## config.mk

```make
export PLATFORM = sky130hd
export DESIGN_NAME = ned_div
export DESIGN_NICKNAME = d
export VERILOG_FILES = /design/src/hdl/ned_pkg.sv /design/src/hdl/ned_div.sv
export SDC_FILE = /design/constraint.sdc
export NUM_CORES = 1
export LEC_CHECK = 0
export BUFFER_PORTS_ARGS = -buffer_cell sky130_fd_sc_hd__buf_2
export CAP_MARGIN = 0
export CELL_PAD_IN_SITES_DETAIL_PLACEMENT = 1
export CELL_PAD_IN_SITES_GLOBAL_PLACEMENT = 1
export CORE_MARGIN = 2
export CORE_UTILIZATION = 45
export DETAILED_ROUTE_END_ITERATION = 7
export PLACE_DENSITY = 0.81
export SYNTH_ARGS = -nofsm -noshare
export SYNTH_HDL_FRONTEND = slang
export SYNTH_SLANG_ARGS = --single-unit
```

## constraint.sdc

```tcl
create_clock -name clk -period 14.6 [get_ports clk]
set_input_delay 1.46 -clock clk [delete_from_list [all_inputs] [get_ports clk]]
set_output_delay 1.46 -clock clk [all_outputs]
set_load 0.01 [all_outputs]
```

## src/hdl/ned_pkg.sv

```systemverilog
// ----------------------------------------------------------------------------
// ned_pkg
// Shared constants and types for the nearest event distance block.
// ----------------------------------------------------------------------------
package ned_pkg;

  localparam int EVENT_DEPTH_DEFAULT = 1024;

  localparam logic [1:0] ACT_CLEAR  = 2'd0;
  localparam logic [1:0] ACT_APPEND = 2'd1;
  localparam logic [1:0] ACT_QUERY  = 2'd2;

  localparam logic [31:0] DIST_MAX = 32'hFFFF_FFFF;

  // Request to the shared divider and its status.
  typedef struct packed {
    logic        start;
    logic [47:0] num;
    logic [32:0] den;
  } div_req_t;

  typedef struct packed {
    logic        busy;
    logic        done;
    logic [31:0] quo;
  } div_rsp_t;

endpackage

```

## src/hdl/ned_div.sv

```systemverilog
// ----------------------------------------------------------------------------
// ned_div
// Restoring divider, one quotient bit per cycle, saturating at 32 bits.
// ----------------------------------------------------------------------------
module ned_div (
  input  logic              clk,
  input  logic              rst,
  input  ned_pkg::div_req_t req,
  output ned_pkg::div_rsp_t rsp
);

  logic [47:0] quo;
  logic [32:0] rem;
  logic [32:0] den;
  logic [5:0]  cnt;
  logic        busy;
  logic        done;
  logic [33:0] trial;

  assign trial = {rem, quo[47]} - {1'b0, den};

  always_ff @(posedge clk) begin
    if (rst) begin
      busy <= 1'b0;
      done <= 1'b0;
    end else begin
      done <= 1'b0;
      if (req.start) begin
        busy <= 1'b1;
        cnt  <= 6'd0;
        quo  <= req.num;
        den  <= req.den;
        rem  <= '0;
      end else if (busy) begin
        if (trial[33]) begin
          rem <= {rem[31:0], quo[47]};
          quo <= {quo[46:0], 1'b0};
        end else begin
          rem <= trial[32:0];
          quo <= {quo[46:0], 1'b1};
        end
        cnt <= cnt + 6'd1;
        if (cnt == 6'd47) begin
          busy <= 1'b0;
          done <= 1'b1;
        end
      end
    end
  end

  assign rsp.busy = busy;
  assign rsp.done = done;
  assign rsp.quo  = (quo[47:32] != 16'd0) ? ned_pkg::DIST_MAX : quo[31:0];

endmodule

```

=== After elaboration in Yosys (flattened, before gate mapping) ===
Index checks and enable logic that the tools add are counted.
Widths: inputs -> output; s select.

* Flip-flop bits (word level): 122
* Output and inout port bits: 34
* Word-level logic and storage cells: 27

* Add/subtract/negate cells: 2
* Eq/ne operators: 1
* Mux-type cells: 11
* Bitwise gates (word level): 2
* Reduce and logical (&&, ||, !) cells: 5

{| class="wikitable"
|+ Operators with widths
! cell !! number
|-
| $mux 48 || 2
|-
| $mux 33 || 2
|-
| $sub 34x33->34 || 1
|-
| $mux 32 || 1
|-
| $reduce_bool 16->1 || 1
|-
| $add 6x1->6 const B || 1
|-
| $eq 6x6->1 const B || 1
|-
| $mux 6 || 1
|-
| $mux 1 || 5
|-
| $reduce_and 2->1 || 2
|-
| $reduce_or 3->1 || 1
|-
| $not 1->1 || 2
|-
| $reduce_bool 2->1 || 1
|}

=== Longest topological paths before layout ===
* Depth in word-level cells: 4
* Gate-level depth with buffers: 14
* Gate-level depth less buffers: 12

=== Least setup slack after synthesis ===
No wires, ideal clock.

* Kind: in2reg
* Start: in req[81] in the netlist's numbering
* End: reg cnt[0], enable pin
* Data arrival time: 5.764 ns
* Required time: 14.067 ns
* Path slack: 8.303 ns
* Stages: 4
* Path buffers: 2
* Path through: clkbuf_1 buf_1 nor2_1 nor2_1

* Word-level cells in the longest chain between the ends: 2

{| class="wikitable"
|+ RTL lines
! what !! RTL line !! RTL
|-
| start: declaration || ned_div.sv:8 || <nowiki>input ned_pkg::div_req_t req,</nowiki>
|-
| $reduce_bool 2->1 (no line) || -- ||
|-
| $reduce_and 2->1 (no line) || -- ||
|-
| end signal: assignment || ned_div.sv:42 || <nowiki>cnt <= cnt + 6'd1;</nowiki>
|-
| end: declaration || ned_div.sv:15 || <nowiki>logic [5:0] cnt;</nowiki>
|}

No other way between the ends.
A chain may end at the register's enable or synchronous reset.

==> impl_metrics.toml <==
[run_status]
outcome = "completed"

[pwr]
p_seq_frac = 0.391
power.switching_w = 0.000318
intPower_w = 0.000803
power.share.clock = 0.383
p_comb_frac = 0.226
switching_share = 0.283
p_per_area_nw_per_um2 = 132
leakagePower_nw = 3.48
ir_drop_uv = 90.7

[setup_path]
critPathCaptureType = "output port"
crit_path_start_kind = "flop"
critPathBufInv = 1
cp.required_ps = 13140
slowest_stage = "nand4_1"
cp.arrival_ps = 2830
path_cells = "nor4_1, nand4_1, or2_2, buf_2"
reg2reg_from = "quo[47]"
cpPeakStageDelay_ps = 840
worstSetupPathDepth = 4
ff2ff_path_depth = 12
path_max_fanout = 32
path_delay_family = "simple AND/OR/NAND/NOR gates"
critPathKind = "flop to output port"
crit_start = "quo[33]"

[cells_and_area]
antenna_cells = 0
fillCellCount = 1733
fin_util = 0.540
nNetsFinal = 861
areaGrowthSynthToFinish_pct = 18.4
drive_above_1_share = 0.317

[grt]
grt_pass1_vias = 5675
antenna_found_initial = 0
grt_max_degree = 67
track_usage = 0.217
grt_pass1_wl_um = 28500
grt-ovfl-total = 0

[sta]
slew_headroom = 0.321
finClkSkew_ps = 9.69
hold_viol = 0
final.setup.tns_ps = 0
fmax_mhz = 233
slew_violations = 0
fin_hold_ws_ps = 515
rsz0062_at_grt = "no"
layout_min_cycle_time_ps = 4290
min_period_over_period = 0.294
setup_viol = 0
tightest_slew_ps = 1020

[yosys]
synth_area_um2 = 7200
syn_nets = 754
ys.flop_type = "edfxtp_1"
synth-edff-count = 120
ys_seq_elements = 122
yosysTopAreaCell = "edfxtp_1"
postSynthCellCount = 635
synth-seq-area-share = 0.506
synth_area_leaders = "edfxtp_1 (50%), mux2_2 (7.4%), ha_1 (5.9%)"
synth_top_area_share = 0.501
yosysWarnings = 0
async_flop_share = 0
synth_cell_type_count = 61
avgSynthCellArea_um2 = 11.3

[clock_network]
cts.sinks = 122
clk_pin_slew_ps = 60
cts_setup_buffers = 0
ctsHoldBuffers = 0
clock_path_buffers = 2
root_buffer = "clkbuf_16"
cts_resized = 0
htreeDepth = 4
cts_tree = "built"
cts_buffers = 17
clk-insertion-delay-late_ps = 420

[floorplan]
start_util = 0.456
fp-row-count = 46
die_x_um = 130
core_area_um2 = 15800
num_io_pins = 118
dieArea_um2 = 17000
die_h_um = 130

[run]
max-cap-violations = 0

[detailed_routing]
vias_per_cell = 5.39
drt_pass1_iterations = 5
vias = 5232
wl_um = 17300
drt_iter0_drc = 334
wire_per_inst_um = 17.8
drc = 0
ant_nets = 0

[placed_design]
port_buffers = 117
gp_congestion = 0.815
dp_hpwl_um = 12100

[worst_hold_path]
whs_path_depth = 1
hp-class = "flop to flop"
hold_start = "busy"
layout make-up:
type / count / area, µm² / share of cell area
multi-input combinational: 434 / 3230 / 0.378
tap: 216 / 270 / 0.0317
clock buffer: 21 / 450 / 0.0528
sequential: 122 / 3640 / 0.427
timing repair buffer: 120 / 608 / 0.0713
inverter: 47 / 176 / 0.0207
clock inverter: 11 / 149 / 0.0175
Yosys cell counts, types with 3 or more instances:
master	instances
a31oi_1	8
nand2_1	34
xor2_1	12
nor4_1	5
clkbuf_1	18
a311oi_1	3
a21o_1	10
xnor2_1	22
ha_1	34
nor2b_1	5
buf_1	6
o211ai_1	5
edfxtp_1	120
mux2_2	47
and3_1	7
inv_1	47
nor3_1	7
mux2i_1	27
o21ai_0	15
nand2b_1	5
or2_2	34
nor2_1	49
a21oi_1	43
nand4_1	8
nand3_1	12
registers in the layout, indices dropped and copies added, names as in the netlist:
name and flops:
done 1, rem 33, quo 48, busy 1
den 33, cnt 6
worst register-to-register path, cell delays in order (launching register included):
cell and delay [ps]:
edfxtp_1 390, inv_1 60, ha_1 220, fa_1 410, nand2b_1 190, a21oi_1 180, o21ai_0 160, o21ai_1 460
a31oi_1 250, o21ai_0 450, a31oi_1 160, a2111o_1 430, a21oi_1 150
cell usage in the layout, fill, tap and decap left out, types with 10 or more instances in the layout:
cell,n
edfxtp_1,120
buf_2,117
inv_1,47
mux2_2,47
nor2_1,47
a21oi_1,43
nand2_1,34
or2_2,34
ha_1,34
mux2i_1,27
xnor2_1,22
clkbuf_16,17
o21ai_0,15
nand3_1,12
xor2_1,12
a21o_1,10
final timing paths:
| kind | end | slack, ps |
|---|---|---|
| setup / recovery | rsp[16] | 10310 |
| hold reg to reg | done | 520 |
| setup reg to reg | rem[32] | 10930 |
| hold / removal | done | 520 |
metal layers:
metal	share of wire	wire length (µm)	track usage
met1	0.42	7200	0.258
met2	0.51	8870	0.378
met3	0.057	988	0.0708
met4	0.013	228	0.0645
met5	0	0	0
cells by family (layout without fill, tap and decap cells):
| family | after synthesis | in the layout | synth area share |
|---|---|---|---|
| simple gates | 179 | 179 | 0.127 |
| flops | 122 | 122 | 0.506 |
| compound gates | 112 | 112 | 0.104 |
| buf+inv | 79 | 199 | 0.0492 |
| mux | 74 | 74 | 0.111 |
| fa+ha+maj | 35 | 35 | 0.0619 |
| xor+xnor | 34 | 34 | 0.0414 |
power groups by stage:
stage	Clock, W	Sequential [W]	Combinational, W
after floorplan	0	0.000440	0.000200
after global placement	0	0.000442	0.000241
after detailed placement	0	0.000445	0.000252
after CTS	0.000439	0.000438	0.000255
after global routing	0.000456	0.000442	0.000282
final	0.000429	0.000438	0.000254
stage by stage:
step	instances	power (W)	instance area, µm²	setup WS [ps]
after global routing	971	0.00118	8520	10050
after global placement	939	0.000683	7920	10770
after CTS	971	0.00113	8520	10240
after detailed placement	939	0.000697	7920	10640
final	971	0.00112	8520	10310
after floorplan	635	0.000640	7200	8300
Power figures use the tool's default switching activity.
